`src/hdl/pcma_pkg.sv`:
```
// ----------------------------------------------------------------------------
// Pose clamp moving average package
// Shared pose type, angle widths and fixed angle constants.
// ----------------------------------------------------------------------------
package pcma_pkg;

	// Width of the raw angle inputs and of the internal pre-clamp angle.
	localparam int RAW_W   = 17;
	localparam int TURN_W  = 18;
	localparam int ANGLE_W = 19;

	// Running sums of clamped angles and the divider width that serves them.
	localparam int SUM_W      = 19;
	localparam int DIV_CNT_W  = $clog2(SUM_W);

	// Configuration port.
	localparam int CFG_DATA_W = 15;
	localparam int CFG_IDX_W  = 2;
	localparam int WLEN_W     = 5;

	localparam logic [CFG_IDX_W-1:0] REG_WINDOW_LENGTH = 2'd0;
	localparam logic [CFG_IDX_W-1:0] REG_X_OFFSET      = 2'd1;
	localparam logic [CFG_IDX_W-1:0] REG_Y_OFFSET      = 2'd2;
	localparam logic [CFG_IDX_W-1:0] REG_Z_OFFSET      = 2'd3;

	localparam logic [WLEN_W-1:0] WLEN_RESET = 5'd8;

	// Angle constants in 1/256 degree.
	localparam logic signed [TURN_W-1:0]  TURN_X  = 18'sd46080;
	localparam logic signed [TURN_W-1:0]  SHIFT_Z = 18'sd23040;
	localparam logic signed [ANGLE_W-1:0] LIMIT_X = 19'sd7680;
	localparam logic signed [ANGLE_W-1:0] LIMIT_Y = 19'sd3840;
	localparam logic signed [ANGLE_W-1:0] LIMIT_Z = 19'sd7680;

	localparam int MOUTH_W = 12;
	localparam logic [MOUTH_W-1:0] OPEN_LEVEL = 12'd51;

	// One clamped pose as held in the window.
	typedef struct packed {
		logic signed [13:0] x;
		logic signed [12:0] y;
		logic signed [13:0] z;
		logic               mouth;
	} pose_t;

endpackage

```
`src/hdl/pcma_cell.sv`:
```
// ----------------------------------------------------------------------------
// Pose clamp moving average window cell
// Holds one pose of the window and takes its neighbor's pose on a shift.
// ----------------------------------------------------------------------------
module pcma_cell (
	input  logic          clk,
	input  logic          arst_n,
	input  logic          shift_en,
	input  pcma_pkg::pose_t pose_in,
	output pcma_pkg::pose_t pose_out
);
	import pcma_pkg::*;

	pose_t pose_q;

	// Reset gives the zero closed pose, which the first cell must hold.
	always_ff @(posedge clk or negedge arst_n) begin
		if (!arst_n) begin
			pose_q <= '0;
		end else if (shift_en) begin
			pose_q <= pose_in;
		end
	end

	assign pose_out = pose_q;

endmodule

```
`src/hdl/pcma_divider.sv`:
```
// ----------------------------------------------------------------------------
// Pose clamp moving average divider
// Signed by unsigned restoring divider, one quotient bit per step, truncating.
// ----------------------------------------------------------------------------
module pcma_divider #(
	parameter int NUM_W = 19,
	parameter int DEN_W = 6
) (
	input  logic                    clk,
	input  logic                    load,
	input  logic                    step,
	input  logic signed [NUM_W-1:0] num,
	input  logic        [DEN_W-1:0] den,
	output logic signed [NUM_W-1:0] quot
);
	logic [NUM_W-1:0] quo_q;
	logic [DEN_W-1:0] rem_q;
	logic [DEN_W-1:0] den_q;
	logic             neg_q;
	logic [DEN_W:0]   rem_try;
	logic             fits;

	assign rem_try = {rem_q, quo_q[NUM_W-1]};
	assign fits    = rem_try >= {1'b0, den_q};

	always_ff @(posedge clk) begin
		if (load) begin
			neg_q <= num[NUM_W-1];
			quo_q <= num[NUM_W-1] ? NUM_W'(-num) : NUM_W'(num);
			rem_q <= '0;
			den_q <= den;
		end else if (step) begin
			quo_q <= {quo_q[NUM_W-2:0], fits};
			rem_q <= fits ? DEN_W'(rem_try - {1'b0, den_q}) : rem_try[DEN_W-1:0];
		end
	end

	// Magnitude division followed by sign restore truncates toward zero.
	assign quot = neg_q ? -$signed(quo_q) : $signed(quo_q);

endmodule

```
`src/hdl/pose_clamp_moving_average_unit.sv`:
```
// ----------------------------------------------------------------------------
// Pose clamp moving average unit
// Turns, offsets and clamps head-pose angles and averages them over a window.
// ----------------------------------------------------------------------------
// Usage: one head-pose sample is taken per transfer on the input channel
// (in_valid/in_ready with angle_x, angle_y, angle_z and mouth_level). Each
// sample yields exactly one result transfer on the output channel
// (out_valid/out_ready with mean_x, mean_y, mean_z and mouth_open).
// Between its input transfer and the shown result, an item passes through
// the prep step, the scan that rotates the whole ring of window cells once
// past the accumulator, the load of the dividers and the 19-step restoring
// divide of the sums by the fill count, and then the output register.
// One item is worked on at a time, so a new input transfer is only taken
// once the previous result has left the sequencer. The next input
// transfer is taken as soon as the previous result sits in the output
// register, even while the receiver still stalls it. If the output register
// is still full when a new result is ready, the unit holds that result until
// the receiver takes the old one. Reset leaves the window with one zero
// closed pose, a window length of 8 and zero offsets. Configuration writes
// on cfg_we take effect at once and must only be made while the unit is idle.
// ----------------------------------------------------------------------------
module pose_clamp_moving_average_unit #(
	parameter int WINDOW_DEPTH = 32
) (
	input  logic                                clk,
	input  logic                                arst_n,
	input  logic                                cfg_we,
	input  logic [pcma_pkg::CFG_IDX_W-1:0]      cfg_index,
	input  logic [pcma_pkg::CFG_DATA_W-1:0]     cfg_data,
	input  logic                                in_valid,
	output logic                                in_ready,
	input  logic signed [pcma_pkg::RAW_W-1:0]   angle_x,
	input  logic signed [pcma_pkg::RAW_W-1:0]   angle_y,
	input  logic signed [pcma_pkg::RAW_W-1:0]   angle_z,
	input  logic [pcma_pkg::MOUTH_W-1:0]        mouth_level,
	output logic                                out_valid,
	input  logic                                out_ready,
	output logic signed [13:0]                  mean_x,
	output logic signed [12:0]                  mean_y,
	output logic signed [13:0]                  mean_z,
	output logic                                mouth_open
);
	import pcma_pkg::*;

	localparam int CNT_W  = $clog2(WINDOW_DEPTH);
	localparam int FILL_W = $clog2(WINDOW_DEPTH + 1);

	typedef enum logic [5:0] {
		ST_IDLE = 6'b000001,
		ST_PREP = 6'b000010,
		ST_SCAN = 6'b000100,
		ST_LOAD = 6'b001000,
		ST_DIV  = 6'b010000,
		ST_OUT  = 6'b100000
	} state_t;

	state_t state_q;

	// Configuration registers.
	logic [WLEN_W-1:0]            wlen_q;
	logic signed [CFG_DATA_W-1:0] x_off_q;
	logic signed [CFG_DATA_W-1:0] y_off_q;
	logic signed [CFG_DATA_W-1:0] z_off_q;

	always_ff @(posedge clk or negedge arst_n) begin
		if (!arst_n) begin
			wlen_q  <= WLEN_RESET;
			x_off_q <= '0;
			y_off_q <= '0;
			z_off_q <= '0;
		end else if (cfg_we) begin
			case (cfg_index)
				REG_WINDOW_LENGTH: wlen_q  <= cfg_data[WLEN_W-1:0];
				REG_X_OFFSET:      x_off_q <= cfg_data;
				REG_Y_OFFSET:      y_off_q <= cfg_data;
				REG_Z_OFFSET:      z_off_q <= cfg_data;
				default:           ;
			endcase
		end
	end

	// First stage: the X angle is turned by half a circle toward zero, Y is
	// negated and Z is moved down by a quarter circle.
	logic signed [TURN_W-1:0] turn_x_s1;
	logic signed [TURN_W-1:0] turn_y_s1;
	logic signed [TURN_W-1:0] turn_z_s1;
	logic                     mouth_s1;
	logic                     in_xfer;

	assign in_ready = (state_q == ST_IDLE);
	assign in_xfer  = in_valid && in_ready;

	always_ff @(posedge clk) begin
		if (in_xfer) begin
			turn_x_s1 <= (angle_x > 0) ? TURN_W'(angle_x) - TURN_X
			                           : TURN_W'(angle_x) + TURN_X;
			turn_y_s1 <= -TURN_W'(angle_y);
			turn_z_s1 <= TURN_W'(angle_z) - SHIFT_Z;
			mouth_s1  <= mouth_level > OPEN_LEVEL;
		end
	end

	// Second step: add the offsets and clamp each axis to its limit.
	logic signed [ANGLE_W-1:0] off_x;
	logic signed [ANGLE_W-1:0] off_y;
	logic signed [ANGLE_W-1:0] off_z;
	pose_t                     new_pose;

	assign off_x = ANGLE_W'(turn_x_s1) + ANGLE_W'(x_off_q);
	assign off_y = ANGLE_W'(turn_y_s1) + ANGLE_W'(y_off_q);
	assign off_z = ANGLE_W'(turn_z_s1) + ANGLE_W'(z_off_q);

	always_comb begin
		if (off_x > LIMIT_X) begin
			new_pose.x = LIMIT_X[13:0];
		end else if (off_x < -LIMIT_X) begin
			new_pose.x = 14'(-LIMIT_X);
		end else begin
			new_pose.x = off_x[13:0];
		end
		if (off_y > LIMIT_Y) begin
			new_pose.y = LIMIT_Y[12:0];
		end else if (off_y < -LIMIT_Y) begin
			new_pose.y = 13'(-LIMIT_Y);
		end else begin
			new_pose.y = off_y[12:0];
		end
		if (off_z > LIMIT_Z) begin
			new_pose.z = LIMIT_Z[13:0];
		end else if (off_z < -LIMIT_Z) begin
			new_pose.z = 14'(-LIMIT_Z);
		end else begin
			new_pose.z = off_z[13:0];
		end
		new_pose.mouth = mouth_s1;
	end

	// Effective window length: zero counts as one, and it never exceeds the
	// ring depth.
	logic [FILL_W-1:0] wlen_ext;
	logic [FILL_W-1:0] len_eff;
	logic [FILL_W-1:0] fill_q;
	logic [FILL_W-1:0] fill_keep;

	assign wlen_ext  = FILL_W'(wlen_q);
	assign len_eff   = (wlen_q == '0) ? FILL_W'(1)
	                 : (wlen_ext > FILL_W'(WINDOW_DEPTH)) ? FILL_W'(WINDOW_DEPTH) : wlen_ext;
	// The oldest poses fall off the far end of the chain; only the count of
	// live cells has to shrink before the new pose goes in.
	assign fill_keep = (fill_q >= len_eff) ? len_eff - FILL_W'(1) : fill_q;

	// The ring of window cells. The newest pose lives in cell zero. During
	// the prep step the new pose is shifted in; during the scan the ring
	// rotates a full turn so every cell passes the tail once and returns
	// to its place.
	pose_t cell_in  [WINDOW_DEPTH];
	pose_t cell_out [WINDOW_DEPTH];
	logic  shift_en;
	pose_t tail;

	assign shift_en = (state_q == ST_PREP) || (state_q == ST_SCAN);
	assign tail     = cell_out[WINDOW_DEPTH-1];
	assign cell_in[0] = (state_q == ST_PREP) ? new_pose : tail;

	for (genvar i = 0; i < WINDOW_DEPTH; i++) begin : g_cell
		if (i > 0) begin : g_link
			assign cell_in[i] = cell_out[i-1];
		end
		pcma_cell u_cell (
			.clk      (clk),
			.arst_n   (arst_n),
			.shift_en (shift_en),
			.pose_in  (cell_in[i]),
			.pose_out (cell_out[i])
		);
	end

	// At scan step k the tail holds the pose of cell DEPTH-1-k, which is in
	// the window when that position is below the fill count.
	logic [CNT_W-1:0]  scan_cnt_q;
	logic [FILL_W:0]   scan_pos;
	logic              scan_take;
	logic              scan_last;

	assign scan_pos  = (FILL_W+1)'(scan_cnt_q) + (FILL_W+1)'(fill_q);
	assign scan_take = scan_pos >= (FILL_W+1)'(WINDOW_DEPTH);
	assign scan_last = scan_cnt_q == CNT_W'(WINDOW_DEPTH - 1);

	logic signed [SUM_W-1:0] sum_x_q;
	logic signed [SUM_W-2:0] sum_y_q;
	logic signed [SUM_W-1:0] sum_z_q;
	logic                    all_open_q;

	always_ff @(posedge clk) begin
		if (state_q == ST_PREP) begin
			sum_x_q    <= '0;
			sum_y_q    <= '0;
			sum_z_q    <= '0;
			all_open_q <= 1'b1;
		end else if (state_q == ST_SCAN && scan_take) begin
			sum_x_q    <= sum_x_q + SUM_W'(tail.x);
			sum_y_q    <= sum_y_q + (SUM_W-1)'(tail.y);
			sum_z_q    <= sum_z_q + SUM_W'(tail.z);
			all_open_q <= all_open_q && tail.mouth;
		end
	end

	// Three dividers run side by side on the sums.
	logic [DIV_CNT_W-1:0]    div_cnt_q;
	logic                    div_load;
	logic                    div_step;
	logic signed [SUM_W-1:0] quot_x;
	logic signed [SUM_W-1:0] quot_y;
	logic signed [SUM_W-1:0] quot_z;

	assign div_load = (state_q == ST_LOAD);
	assign div_step = (state_q == ST_DIV);

	pcma_divider #(.NUM_W(SUM_W), .DEN_W(FILL_W)) u_div_x (
		.clk  (clk),
		.load (div_load),
		.step (div_step),
		.num  (sum_x_q),
		.den  (fill_q),
		.quot (quot_x)
	);

	pcma_divider #(.NUM_W(SUM_W), .DEN_W(FILL_W)) u_div_y (
		.clk  (clk),
		.load (div_load),
		.step (div_step),
		.num  (SUM_W'(sum_y_q)),
		.den  (fill_q),
		.quot (quot_y)
	);

	pcma_divider #(.NUM_W(SUM_W), .DEN_W(FILL_W)) u_div_z (
		.clk  (clk),
		.load (div_load),
		.step (div_step),
		.num  (sum_z_q),
		.den  (fill_q),
		.quot (quot_z)
	);

	// Output register parts the result from the sequencer.
	logic out_load;
	logic out_valid_q;

	assign out_load = (state_q == ST_OUT) && (!out_valid_q || out_ready);

	always_ff @(posedge clk or negedge arst_n) begin
		if (!arst_n) begin
			out_valid_q <= 1'b0;
		end else if (out_load) begin
			out_valid_q <= 1'b1;
		end else if (out_ready) begin
			out_valid_q <= 1'b0;
		end
	end

	always_ff @(posedge clk) begin
		if (out_load) begin
			mean_x     <= quot_x[13:0];
			mean_y     <= quot_y[12:0];
			mean_z     <= quot_z[13:0];
			mouth_open <= all_open_q;
		end
	end

	assign out_valid = out_valid_q;

	// Sequencer.
	always_ff @(posedge clk or negedge arst_n) begin
		if (!arst_n) begin
			state_q    <= ST_IDLE;
			fill_q     <= FILL_W'(1);
			scan_cnt_q <= '0;
			div_cnt_q  <= '0;
		end else begin
			case (state_q)
				ST_IDLE: begin
					if (in_xfer) begin
						state_q <= ST_PREP;
					end
				end
				ST_PREP: begin
					fill_q     <= fill_keep + FILL_W'(1);
					scan_cnt_q <= '0;
					state_q    <= ST_SCAN;
				end
				ST_SCAN: begin
					scan_cnt_q <= scan_cnt_q + CNT_W'(1);
					if (scan_last) begin
						state_q <= ST_LOAD;
					end
				end
				ST_LOAD: begin
					div_cnt_q <= '0;
					state_q   <= ST_DIV;
				end
				ST_DIV: begin
					div_cnt_q <= div_cnt_q + DIV_CNT_W'(1);
					if (div_cnt_q == DIV_CNT_W'(SUM_W - 1)) begin
						state_q <= ST_OUT;
					end
				end
				ST_OUT: begin
					if (out_load) begin
						state_q <= ST_IDLE;
					end
				end
				default: begin
					state_q <= ST_IDLE;
				end
			endcase
		end
	end

endmodule

```
`config.mk`:
```
export PLATFORM = sky130hd
export DESIGN_NAME = pose_clamp_moving_average_unit
export DESIGN_NICKNAME = d
export VERILOG_FILES = /design/src/hdl/pcma_pkg.sv /design/src/hdl/pcma_cell.sv /design/src/hdl/pcma_divider.sv /design/src/hdl/pose_clamp_moving_average_unit.sv
export SDC_FILE = /design/constraint.sdc
export NUM_CORES = 2
export LEC_CHECK = 0
export BUFFER_PORTS_ARGS = -buffer_cell sky130_fd_sc_hd__buf_2
export CORE_MARGIN = 2
export CORE_UTILIZATION = 60
export CTS_CLUSTER_DIAMETER = 120
export DETAILED_ROUTE_END_ITERATION = 6
export PLACE_DENSITY = 0.77
export SLEW_MARGIN = 10
export SYNTH_ARGS = -nofsm -noshare
export SYNTH_HDL_FRONTEND = slang
export SYNTH_SLANG_ARGS = --single-unit
```
`constraint.sdc`:
```
create_clock -name clk -period 8.4 [get_ports clk]
set_input_delay 1.68 -clock clk [delete_from_list [all_inputs] [get_ports clk]]
set_output_delay 1.68 -clock clk [all_outputs]
set_load 0.05 [all_outputs]
```
==> results.yml <==
placement:
  placed_area_sq_um: 71700
  place_ws_ns: 3.64
  gp_congestion: 0.892
  dp.cells: 9059
  io_buffers: 126
  hpwl_um: 88200
synthesis:
  synth-async-reset-ratio_pct: 85.6
  syn_inst: 7724
  avgSynthCellArea_sq_um: 9.05
  ys_warn_count: 0
  synth_fp_nets: 7974
  synth-main-ff-cell: "dfrtp_1"
  synth-seq-area-share_pct: 59.9
  synth_edf_count: 163
  ys_ff_latch: 1655
  ys_types: 87
  syn_area_sq_um: 69900
routing:
  routed-via-count: 50270
  drt_wl_total_um: 141000
  viasPerCell: 5.38
  post_drt_wl_per_cell_um: 15.1
  drt-initial-drc-count: 4574
  drt_pass1_iterations: 7
  ant_nets: 0
  drc: 7
critical_path:
  rr_endpoint: "g_cell[0].u_cell.pose_out[6]$_DFFE_PN0P_"
  path_class: "register to register"
  cp_max_fo: 9
  cp-start-kind: "register"
  r2r_cells: 12
  arrival_ns: 4.79
  crit_path_end_kind: "register"
  r2r_start: "turn_z_s1[0]$_DFFE_PP_"
  reg2reg_slack_ns: 4.23
  worstPathRequired_ns: 9.02
clocking:
  clk_pin_slew_ns: 0.06
  post-cts-setup-buffers: 0
  hold_buffers: 0
  cts_tree: "yes"
  clkLatencyLatePin_ns: 0.77
  cts.path.max_buffers: 3
  cts_root_buffer: "clkbuf_16"
  cts_buffers: 164
  cts.sinks: 1655
  cts_resized: 0
  ctsHtreeMaxLevel: 4
global_route:
  grt_max_degree: 265
  grt_pass1_vias: 49092
  antenna_found_initial: 3
  grt_overflow_total: 0
  grtUsageTotal_pct: 24.1
  grt_pass1_wl_um: 241000
timing:
  fmax_mhz: 240
  setup_violations: 0
  finalCritPeriodShare_pct: 49.6
  fin_tns_setup_ns: 0
  finalCriticalPeriod_ns: 4.17
  rsz0062_at_grt: "false"
  worst_slack_ns: 4.23
  worst_pin_slew_ns: 1.22
  maxSlewHeadroom_pct: 18.6
  skew_ns: 0.0245
  hold_violations: 0
  final_max_slew_viol_count: 0
floorplan:
  coreArea_sq_um: 116000
  chipHeight_um: 345
  start_util_pct: 60.3
  die_w_um: 345
  die-area_sq_um: 119000
  io_pins: 129
  rows: 125
power_and_ir_drop:
  peakVddDrop_mv: 0.299
  p_per_area_nw_per_um2: 285
  p_leak_uw: 0.0412
min_path:
  min_to: "g_cell[19].u_cell.pose_out[1]$_DFFE_PN0P_"
  min_path_type: "register to register"
  hold_start: "g_cell[18].u_cell.pose_out[1]$_DFFE_PN0P_"
  worstHoldPathCells: 2
cells_and_area:
  fin_cells: 9348
  area_growth_pct: 10.1
  drive_gt1_share_pct: 6.62
  final_cell_mix: "nand2_1, dfrtp_1, o21ai_0"
  mostFrequentLayoutCell: "nand2_1"
  finalNetCount: 7951
  postLayoutCoreUtil_pct: 66.4
  fin_area_sq_um: 77000
  diodes: 0
job:
  drv_cap: 0
status:
  status: "complete, but fails checks"
  violations: "DRC"
metrics by stage:
step                      total power (uW)  hold slack (ns)
final                                21900            0.446
after global routing                 23100            0.459
after CTS                            22100            0.444
after detailed placement             14800            0.447
after global placement               14700            0.447
after floorplan                      13400            0.402
registers in the layout, summed over array words and instances, names as in the netlist, 18 cells and up:
register	flops
u_div_z.quo_q	19
turn_x_s1	18
sum_z_q	19
turn_y_s1	18
turn_z_s1	18
g_cell.u_cell.pose_out	1344
sum_x_q	19
u_div_x.quo_q	19
u_div_y.quo_q	19
sum_y_q	18
critical path, stage by stage, from the launching register on:
cell	delay, ns
edfxtp_1	0.35
ha_1	0.23
fa_1	0.27
a211oi_1	0.12
o21a_1	0.25
nor4_1	0.56
o22ai_1	0.26
o21ai_0	0.23
nand2_1	0.07
a31oi_1	0.40
nor2_1	0.32
a22oi_1	0.76
o21ai_0	0.17
metal layers:
metal  wire [um]  track usage (%)  up-vias
li1            -                -    24467
met1       64000             34.2    24612
met2       67900             39.1      952
met3        5940             3.38      239
met4        3300             7.16        0
met5           0                0        -
power by group:
| part | switching [uW] | leakage [uW] | internal, uW |
|---|---|---|---|
| clock network | 3050 | 0.00263 | 4190 |
| logic | 3880 | 0.0169 | 1340 |
| registers | 539 | 0.0217 | 8950 |
cell families after synthesis:
family / synth area share [%]
DFF: 59.9
AOI/OAI and AO/OA: 5.57
muxes: 1.08
and+or+nand+nor: 25.3
xor gates and xnor gates: 2.63
buffers and inverters: 2.50
adders and majority gates: 3.07
worst max-delay path by stage:
stage	start	end	slack [ns]	cells after the start
2_1_floorplan	out_ready	mean_x[0]$_DFFE_PP_	4.22	2
3_3_place_gp	angle_x[1]	turn_x_s1[17]$_DFFE_PP_	3.68	12
3_5_place_dp	angle_x[1]	turn_x_s1[17]$_DFFE_PP_	3.64	12
4_1_cts	turn_z_s1[0]$_DFFE_PP_	g_cell[0].u_cell.pose_out[2]$_DFFE_PN0P_	4.36	12
5_1_grt	z_off_q[0]$_DFFE_PN0P_	g_cell[0].u_cell.pose_out[5]$_DFFE_PN0P_	3.96	12
6_report	turn_z_s1[0]$_DFFE_PP_	g_cell[0].u_cell.pose_out[6]$_DFFE_PN0P_	4.23	12
Yosys cell counts (all sizes together) (31+ instances only):
| library cell | number | share of area (%) |
|---|---|---|
| nand3 | 31 | 0.22 |
| a21o | 33 | 0.35 |
| mux2 | 46 | 0.74 |
| xor2 | 91 | 1.1 |
| edfxtp | 163 | 7.0 |
| xnor2 | 119 | 1.5 |
| o21ai | 217 | 1.6 |
| inv | 110 | 0.59 |
| ha | 154 | 2.8 |
| nand2 | 4173 | 22 |
| dfrtp | 1414 | 51 |
| a21oi | 155 | 1.1 |
| dfxtp | 75 | 2.1 |
| nor2 | 108 | 0.58 |
| clkbuf | 349 | 1.9 |
cell type report:
cell class / instances / area [sq um]
clock buffer: 237 / 4800
inverter: 110 / 413
timing repair buffer: 167 / 1140
fill: 9082 / 38900
tap: 1524 / 1910
multi-input combinational: 5603 / 26400
sequential: 1655 / 41900
clock inverter: 52 / 524
Power figures use the tool's default switching activity.
